**src/rtl/core/mtx_pkg.sv**
```systemverilog
// ----------------------------------------------------------------------------
// mtx_pkg
// Types, constants and the tempering function of the keystream XOR cipher.
// ----------------------------------------------------------------------------
`timescale 1ns / 1ps
`default_nettype none

package mtx_pkg;

  localparam int MT_N = 624;
  localparam int MT_M = 397;
  localparam int AW   = $clog2(MT_N);

  localparam logic [31:0] MT_MATRIX    = 32'h9908_B0DF;
  localparam logic [31:0] MT_INIT_MULT = 32'd1812433253;
  localparam logic [31:0] SEED_RESET   = 32'd5489;

  localparam logic [AW-1:0] LAST_IDX = AW'(MT_N - 1);

  // Register indexes of the configuration port.
  localparam logic REG_SEED = 1'b0;

  typedef enum logic [5:0] {
    ST_IDLE = 6'b000001,
    ST_SEED = 6'b000010,
    ST_RDA  = 6'b000100,
    ST_RDB  = 6'b001000,
    ST_RDC  = 6'b010000,
    ST_WR   = 6'b100000
  } state_t;

  typedef enum logic [1:0] {
    ADDR_K  = 2'd0,
    ADDR_K1 = 2'd1,
    ADDR_KM = 2'd2
  } addr_sel_t;

  typedef struct packed {
    logic      item_load;
    logic      seed_step;
    addr_sel_t rd_sel;
    logic      cap_hi;
    logic      cap_lo;
    logic      twist_wr;
  } cmd_t;

  typedef struct packed {
    logic seed_last;
    logic out_busy;
  } status_t;

  function automatic logic [31:0] temper(input logic [31:0] x);
    logic [31:0] y;
    y = x ^ (x >> 11);
    y = y ^ ((y << 7) & 32'h9D2C_5680);
    y = y ^ ((y << 15) & 32'hEFC6_0000);
    y = y ^ (y >> 18);
    return y;
  endfunction

endpackage

`default_nettype wire

```
**src/rtl/core/mtx_ctrl.sv**
```systemverilog
// ----------------------------------------------------------------------------
// mtx_ctrl
// Sequencer: item accept, reseed sweep, three state reads and one write.
// ----------------------------------------------------------------------------
`timescale 1ns / 1ps
`default_nettype none

module mtx_ctrl (
  input  wire logic            clk,
  input  wire logic            rst,
  input  wire logic            s_tvalid,
  output logic                 s_tready,
  input  wire logic            s_tuser,
  input  wire mtx_pkg::status_t status,
  output mtx_pkg::cmd_t        cmd
);

  mtx_pkg::state_t state, state_next;

  always_ff @(posedge clk) begin
    if (rst) begin
      state <= mtx_pkg::ST_IDLE;
    end else begin
      state <= state_next;
    end
  end

  always_comb begin
    state_next    = state;
    s_tready      = 1'b0;
    cmd.item_load = 1'b0;
    cmd.seed_step = 1'b0;
    cmd.rd_sel    = mtx_pkg::ADDR_K;
    cmd.cap_hi    = 1'b0;
    cmd.cap_lo    = 1'b0;
    cmd.twist_wr  = 1'b0;
    case (state)
      mtx_pkg::ST_IDLE: begin
        s_tready = 1'b1;
        if (s_tvalid) begin
          cmd.item_load = 1'b1;
          state_next    = s_tuser ? mtx_pkg::ST_SEED : mtx_pkg::ST_RDA;
        end
      end
      mtx_pkg::ST_SEED: begin
        cmd.seed_step = 1'b1;
        if (status.seed_last) begin
          state_next = mtx_pkg::ST_RDA;
        end
      end
      mtx_pkg::ST_RDA: begin
        cmd.rd_sel = mtx_pkg::ADDR_K;
        state_next = mtx_pkg::ST_RDB;
      end
      mtx_pkg::ST_RDB: begin
        cmd.rd_sel = mtx_pkg::ADDR_K1;
        cmd.cap_hi = 1'b1;
        state_next = mtx_pkg::ST_RDC;
      end
      mtx_pkg::ST_RDC: begin
        cmd.rd_sel = mtx_pkg::ADDR_KM;
        cmd.cap_lo = 1'b1;
        state_next = mtx_pkg::ST_WR;
      end
      mtx_pkg::ST_WR: begin
        // hold the read address so the third word stays valid while stalled
        cmd.rd_sel = mtx_pkg::ADDR_KM;
        if (!status.out_busy) begin
          cmd.twist_wr = 1'b1;
          state_next   = mtx_pkg::ST_IDLE;
        end
      end
      default: begin
        state_next = mtx_pkg::ST_IDLE;
      end
    endcase
  end

endmodule

`default_nettype wire

```
**config.mk**
```make
export PLATFORM = sky130hd
export DESIGN_NAME = mtx_ctrl
export DESIGN_NICKNAME = d
export VERILOG_FILES = /design/src/rtl/core/mtx_pkg.sv /design/src/rtl/core/mtx_ctrl.sv
export SDC_FILE = /design/constraint.sdc
export NUM_CORES = 1
export LEC_CHECK = 0
export BUFFER_PORTS_ARGS = -buffer_cell sky130_fd_sc_hd__buf_2
export CORE_AREA = 2 2 39 41
export CTS_BUF_LIST = sky130_fd_sc_hd__clkbuf_8
export DETAILED_ROUTE_END_ITERATION = 7
export DIE_AREA = 0 0 41 43
export PLACE_DENSITY = 0.64
export SLEW_MARGIN = 5
export SYNTH_ARGS = -nofsm -noshare
export SYNTH_HDL_FRONTEND = slang
export SYNTH_SLANG_ARGS = --single-unit
```
**constraint.sdc**
```tcl
create_clock -name clk -period 1.8 [get_ports clk]
set_input_delay 0.18 -clock clk [delete_from_list [all_inputs] [get_ports clk]]
set_output_delay 0.18 -clock clk [all_outputs]
set_load 0.005 [all_outputs]
```
==> results.toml, run 1 <==
[sta]
hold_viol = 0
maxSlewViolCount = 0
max_slew_margin = 0.7259
rsz0062_at_grt = "yes"
skew_ps = 0.7807
setup_violations = 0
period_share = 0.9901
tightest_slew_ps = 407.4
fmax_mhz = 561.1
period_minus_slack_ps = 1782

[power_and_ir_drop]
leakage_nw = 0.2886
ir_drop_mv = 0.4501
cellPowerDensity_nw_per_um2 = 839.3

[cts]
clk_latency_ps = 220
path_clk_slew_ps = 40
cts_hold_repair.buffers = 0
h-tree-depth = 1
cts_buffer_depth = 2
cts_sinks = 6
clockRootBuffer = "clkbuf_8"
cts_made_buffers = 3
cts_tree = "built"

[yosys]
syn_inst = 47
yosys_warnings = 0
syn_area_um2 = 406.6
synth_top_cells_by_area = "dfxtp_1 (30%), nor4b_4 (5.8%), nor2b_1 (4.6%)"
synth.avg_cell_area_um2 = 8.652
ys_seq_elements = 6
synth_top_area_frac = 0.2954
synth_fp_nets = 53
yosysSeqAreaShare = 0.2954
yosys.area.top_type = "dfxtp_1"
yosys.cell_types.count = 25

[floorplan]
core_area_um2 = 1384
start_util = 0.2939
die_w_um = 41
fp.dieH_um = 43
fp-row-count = 14
boundaryPins = 14
die_area_um2 = 1763

[critical_path]
cpMaxStageDelayCell = "or4_4"
max_stage_delay_ps = 580
worstPathRequired_ps = 1620
start_kind = "flop"
crit_arrival_ps = 1600
crit_type = "flop to primary output"
crit_fanout = 4
cp_cell_sequence = "or4_4 -> nor3b_4 -> and2_1 -> buf_2"
end_kind = "primary output"

[global_routing]
antenna_found_initial = 0
first_global_vias = 366
grt_pass1_wl_mm = 1.455
grt_usage = 0.1256
grt_max_degree = 10
overflow = 0

[layout]
syn_to_final_growth_pct = 40.62
drive_above_1_share = 0.4000
reg.largest.list = "state (6)"
final_util = 0.4132
largest_reg_flops = 6
final_common_cell = "buf_2"
diodes = 0
max_flop_register = "state"
fin_nets = 73
n_fill_cell = 145
fin_cells = 81
final_cell_mix = "buf_2 (13), buf_4 (5), dfxtp_1 (5)"

[placed_design]
dp_hpwl_um = 672.1
place.port_buffers = 13
dpl.cell_count = 76
gp_congestion = 0.6699

[route]
drc = 0
routed_wirelength_um = 962
antenna_left = 0
wl_per_cell_um = 11.88
drt_first_pass_iters = 4
drt-vias-per-instance = 5.037
vias = 408
drt_iter0_markers = 9

[flow_run]
cap_violations = 0

[status]
outcome = "complete, no violations"

[worst_hold_path]
worstHoldPathType = "primary input to flop"
-- worst paths after layout --
| path | start | end | slack [ps] | depth (start not counted) |
|---|---|---|---|---|
| min | rst | state[1]$_SDFFE_PP0P_ | 160 | 2 |
| max | state[4]$_SDFFE_PP0P_ | cmd[6] | 20 | 4 |
| max reg2reg | state[4]$_SDFFE_PP0P_ | state[3]$_SDFFE_PP0P_ | 90 | 5 |
| min reg2reg | state[5]$_SDFFE_PP0P_ | state[0]$_SDFFE_PP1P_ | 640 | 2 |
-- Yosys cell counts, drive strengths merged --
cell,number
xor2,1
a31oi,1
nand2,3
nor4,3
nor2b,3
and3,1
and3b,2
buf,3
nor2,2
a22oi,1
inv,3
nor3,3
a21oi,1
o21a,2
nor3b,3
o21ai,1
o311ai,1
and2,2
dfxtp,6
or4,1
and4b,1
nor4b,3
-- routing by layer --
metal,wire length (um),part of all wire,track usage
met5,0,0,0
met4,23,0.024,0.08000
met3,40,0.042,0.05236
met2,478,0.50,0.1938
met1,420,0.44,0.1323
-- power by group --
| group | internal [mW] | switching, mW | leakage (nW) |
|---|---|---|---|
| registers | 0.142 | 0.00839 | 0.0494 |
| clock network | 0.144 | 0.0572 | 0.0216 |
| logic | 0.0692 | 0.0595 | 0.218 |
| total | 0.355 | 0.125 | 0.289 |
-- logic make-up after synthesis --
family,share of synthesized area
compound gates,0.1169
flops,0.2954
xor+xnor,0.02154
buf+inv,0.06460
simple gates,0.5015
-- metrics by stage --
| step | power [mW] | setup WS [ps] | instance area (um^2) | hold slack [ps] | TNS [ps] |
|---|---|---|---|---|---|
| global route | 0.5029 | -42.41 | 571.8 | 165.3 | -47.36 |
| global placement | 0.2633 | 216.0 | 499.2 | 386.4 | 0 |
| finish | 0.4799 | 17.77 | 571.8 | 155.2 | 0 |
| floorplan | 0.2308 | 233.0 | 406.6 | 259.3 | 0 |
| detailed placement | 0.2637 | 181.6 | 499.2 | 386.6 | 0 |
| CTS | 0.4820 | -13.89 | 563.0 | 152.4 | -13.89 |
-- repair_timing --
| item | 4_1_cts | 5_1_grt |
|---|---|---|
| pin swaps | 3 | 1 |
| resized for setup | 2 | 1 |
| setup endpoints to repair | 1 | 3 |
| setup buffers | 2 | 0 |
-- layout make-up --
class                      instances  area, um^2  area share
clock buffer                       3       41.29     0.07221
inverter                           3       11.26     0.01969
multi-input combinational         35       275.3      0.4814
sequential                         6       121.4      0.2123
tap                               16       20.02     0.03501
timing repair buffer              18       102.6      0.1794
-- critical path: cells and delay by family, from the launching register on --
kind                   cells  cell delay, ps
DFF                        1             310
buffers and inverters      1             100
and+or+nand+nor            3             970
Power figures use the tool's default switching activity.
==> run 2, diff against run 1 <==
CORE_AREA = 10 10 47 49   (was 2 2 39 41)
DIE_AREA = 0 0 57 59   (was 0 0 41 43)
GPL_ROUTABILITY_DRIVEN = 0   (was unset)
==> run 2 against run 1 <==
Sequential power about the same; highest routed layer unchanged; fmax rose by 0.85%; via count rose by 6.4%; die area is 91% higher; setup slack better by 15 ps; core utilization grew 0.73 points; routed wire length increased by 18%.
==> results.toml, run 2 (same netlist as run 1, synthesis figures left out) <==
[status]
outcome = "complete, no violations"

[layout]
final_common_cell = "buf_2"
n_fill_cell = 143
fin_nets = 75
reg.largest.list = "state (6)"
largest_reg_flops = 6
seqCellArea_um2 = 123.9
max_flop_register = "state"
multiInputGateArea_um2 = 275.3
syn_to_final_growth_pct = 44.92
final_cell_mix = "buf_2 (13), buf_4 (7)"
final_cell_area_um2 = 589.3
drive_above_1_share = 0.4478
diodes = 0

[sta]
tns_ps = 0
hold_viol = 0
max_slew_margin = 0.7352
rsz0062_at_grt = "yes"
period_minus_slack_ps = 1767
skew_ps = 4.361
maxSlewViolCount = 0
fmax_mhz = 565.8
tightest_slew_ps = 391.6
setup_violations = 0
period_share = 0.9818

[route]
drt-vias-per-instance = 5.229
drt_iter0_markers = 5
antenna_left = 0
drt_first_pass_iters = 3
drc = 0
vias = 434
routed_wirelength_mm = 1.139
wl_per_cell_um = 13.72

[power_and_ir_drop]
power_frac_seq = 0.306
p_sw_mw = 0.1282
cellPowerDensity_nw_per_um2 = 836.8
leakage_nw = 0.2995
p_int_mw = 0.3649
ir_drop_mv = 0.4164
fin_total_pwr_mw = 0.4931
clkPwrFrac = 0.404
switching_share = 0.2600
pwr-share-comb = 0.290

[placed_design]
place.port_buffers = 13
dp_hpwl_um = 857.8
placed_area_um2 = 499.2

[floorplan]
die_area_um2 = 3363
fp.dieH_um = 59
die_w_um = 57
start_util = 0.2902
core_area_um2 = 1401
boundaryPins = 14
fp-row-count = 14

[critical_path]
crit_arrival_ps = 1590
worstPathRequired_ps = 1620
start_kind = "flop"
crit_type = "flop to primary output"
crit_fanout = 4
end_kind = "primary output"

[global_routing]
first_global_vias = 450
grt_pass1_wl_mm = 1.835
grt_usage = 0.06900
antenna_found_initial = 0
grt_max_degree = 10
overflow = 0

[cts]
h-tree-depth = 1
cts_made_buffers = 3
clk_latency_ps = 220
cts_buffer_depth = 2
clockRootBuffer = "clkbuf_8"
path_clk_slew_ps = 40
cts_sinks = 6
cts_tree = "built"

[flow_run]
cap_violations = 0

[worst_hold_path]
worstHoldPathType = "primary input to flop"
## run 2: changes by cell type in the layout (fill, tap and decap cells not counted)
cell     previous run  this run
buf_4               5         7
dfxtp_2             1         3
dfxtp_1             5         3
## run 2: layout make-up
| class | count | area share |
|---|---|---|
| Inverter | 3 | 0.01911 |
| Tap cell | 16 | 0.03397 |
| Multi-Input combinational cell | 35 | 0.4671 |
| Sequential cell | 6 | 0.2102 |
| Clock buffer | 3 | 0.07006 |
| Timing Repair Buffer | 20 | 0.1996 |
## run 2: stage by stage
step	std cells	hold slack (ps)	setup slack, ps	utilization
after global routing	83	176.8	-26.72	0.4205
after CTS	83	172.6	20.86	0.4125
after global placement	76	389.2	203.4	0.3563
after detailed placement	76	394.0	138.1	0.3563
after floorplan	47	259.3	233.0	-
final	83	177.1	32.71	0.4205
## run 2: critical path: stages (launching register included)
cell and delay, ps:
dfxtp_2 310, or4_4 570, nor3b_4 230, and2_1 150, buf_2 110
## run 2: path summary, 6_finish.rpt
path	to	slack [ps]	cells past startpoint	from
max	cmd[6]	30	4	state[4]$_SDFFE_PP0P_
min	state[1]$_SDFFE_PP0P_	180	2	rst
max reg2reg	state[3]$_SDFFE_PP0P_	70	5	state[4]$_SDFFE_PP0P_
min reg2reg	state[3]$_SDFFE_PP0P_	580	1	state[2]$_SDFFE_PP0P_
## run 2: power by group through the flow
stage | clock network (mW) | logic (mW) | registers (mW)
final | 0.199 | 0.143 | 0.151
after global routing | 0.212 | 0.153 | 0.152
after CTS | 0.201 | 0.137 | 0.150
after detailed placement | 0 | 0.114 | 0.152
after global placement | 0 | 0.113 | 0.153
after floorplan | 0 | 0.0855 | 0.145
## run 2: repair_timing
action                                  in CTS  in global routing
gates cloned                                 0                  0
pin swaps                                    3                  1
resized for setup                            2                  3
hold buffers                                 0                  0
setup buffers                                4                  0
endpoints found under the setup margin       1                  3
## run 2: metal layers
metal  vias up  wire length, um  track usage
li1        215                -            -
met1       201              431      0.05431
met2        14              609       0.1256
met3         4               75      0.02790
met4         0               23      0.06711
met5         -                0            0
==> run 3, diff against run 2 <==
CELL_PAD_IN_SITES_DETAIL_PLACEMENT = 1   (was unset)
CELL_PAD_IN_SITES_GLOBAL_PLACEMENT = 2   (was unset)
CORE_AREA = unset   (was 10 10 47 49)
CORE_MARGIN = 10   (was unset)
CORE_UTILIZATION = 28   (was unset)
DIE_AREA = unset   (was 0 0 57 59)
PLACE_DENSITY = 0.89   (was 0.64)
SETUP_SLACK_MARGIN = 0.4   (was unset)
==> run 3 against run 2 <==
The flow now finishes with violations (setup timing); routed wire length grew 69%; setup slack worse by 61 ps; design area up 34%; die area grew 0.41%; non-clock buffer count up 11; hold slack improved by 27 ps; first-iteration DRC count unchanged; global-route usage rose by 2.7 points; final cell count rose by 12%; core utilization grew 17 points; via count increased by 11%; flip-flop and latch count stayed put.
==> results.toml, run 3 (same netlist as run 1, synthesis figures left out) <==
[status]
outcome = "finished, violations left"
violations = "setup timing"

[route]
drt_first_pass_iters = 4
wl_per_cell_um = 20.68
drt-vias-per-instance = 5.172
drt_iter0_markers = 5
antenna_left = 0
drc = 0
routed_wirelength_mm = 1.923
vias = 481

[power_and_ir_drop]
p_sw_mw = 0.1781
clkPwrFrac = 0.358
leakage_nw = 0.3731
cellPowerDensity_nw_per_um2 = 742.0
power_frac_seq = 0.265
switching_share = 0.3030
fin_total_pwr_mw = 0.5877
ir_drop_mv = 0.4844
p_int_mw = 0.4096
pwr-share-comb = 0.377

[floorplan]
fp.dieH_um = 58.11
start_util = 0.3049
die_area_um2 = 3377
core_area_um2 = 1334
fp-row-count = 13
die_w_um = 58.11
boundaryPins = 14

[sta]
whs_ps = 204.5
setup_violations = 2
rsz0062_at_grt = "yes"
period_minus_slack_ps = 1828
hold_viol = 0
maxSlewViolCount = 0
max_slew_margin = 0.7574
setup_ws_ps = -28.42
period_share = 1.016
tightest_slew_ps = 362.4
fmax_mhz = 546.9
skew_ps = 1.001

[layout]
n_fill_cell = 152
diodes = 0
max_flop_register = "state"
multiInputGateArea_um2 = 359.1
reg.largest.list = "state (6)"
seqCellArea_um2 = 132.6
drive_above_1_share = 0.6667
fin_nets = 86
final_cell_mix = "buf_4 (13), buf_2 (12), buf_6 (5), dfxtp_2 (4)"
final_common_cell = "buf_4"
syn_to_final_growth_pct = 94.77
largest_reg_flops = 6
fin_cells = 93

[placed_design]
dp_hpwl_um = 922.5
place.port_buffers = 13
dpl.cell_count = 76

[global_routing]
grt_pass1_wl_mm = 2.511
antenna_found_initial = 0
grt_usage = 0.09641
grt_max_degree = 9
first_global_vias = 489
overflow = 0

[cts]
cts_tree = "built"
cts_sinks = 6
cts_buffer_depth = 2
path_clk_slew_ps = 40
clk_latency_ps = 230
clockRootBuffer = "clkbuf_8"
cts_made_buffers = 3
h-tree-depth = 1

[critical_path]
crit_arrival_ps = 1650
worstRegToRegCells = 5
end_kind = "primary output"
crit_type = "flop to primary output"
crit_fanout = 4
worstPathRequired_ps = 1620
start_kind = "flop"

[flow_run]
cap_violations = 0

[worst_hold_path]
hold_depth = 2
worstHoldPathType = "primary input to flop"
run 3: per-layer routing:
layer,part of all wire,vias up,wire length [um],track usage
met1,0.43,230,833,0.1118
met5,0,-,0,0
met4,0.020,0,39,0.04027
met2,0.52,10,995,0.1610
met3,0.029,4,55,0.02614
li1,-,237,-,-
run 3: final timing paths:
path,startpoint,end,slack [ps]
worst min register to register,state[2]$_SDFFE_PP0P_,state[3]$_SDFFE_PP0P_,570
worst max-delay path,state[5]$_SDFFE_PP0P_,cmd[5],-30
worst min-delay path,rst,state[1]$_SDFFE_PP0P_,200
worst max register to register,state[5]$_SDFFE_PP0P_,state[3]$_SDFFE_PP0P_,0
run 3: what timing repair did:
action | CTS | global route
hold buffers | 0 | 0
resized for setup | 17 | 13
endpoints found under the setup margin | 13 | 13
pin swaps | 7 | 7
buffers inserted | 8 | 6
hold endpoints to repair | 0 | 0
run 3: cell type report:
class                      instances  share of cell area
clock buffer                       3             0.05213
inverter                           3             0.01422
sequential                         6              0.1675
tap                               15             0.02370
multi-input combinational         35              0.4534
timing repair buffer              31              0.2891
run 3: worst max-delay path: stages, from the launching register on:
cell and delay, ps:
dfxtp_2 320, or4_4 580, buf_4 170, nor3b_4 200, buf_2 150
run 3: metrics by stage:
stage | instance area (um^2) | util | worst slack [ps] | TNS, ps
floorplan | 414.1 | - | 235.0 | 0
global placement | 513.0 | 0.3846 | 179.7 | 0
detailed placement | 513.0 | 0.3846 | 128.1 | 0
CTS | 686.9 | 0.5150 | 11.94 | 0
global route | 792.0 | 0.5938 | -60.36 | -259.4
finish | 792.0 | 0.5938 | -28.42 | -56.55
run 3: power groups by stage:
| stage | registers (mW) | clock network (mW) | logic [mW] |
|---|---|---|---|
| floorplan | 0.145 | 0 | 0.0919 |
| global placement | 0.151 | 0 | 0.125 |
| detailed placement | 0.151 | 0 | 0.125 |
| CTS | 0.154 | 0.212 | 0.167 |
| global route | 0.157 | 0.221 | 0.239 |
| finish | 0.156 | 0.210 | 0.222 |
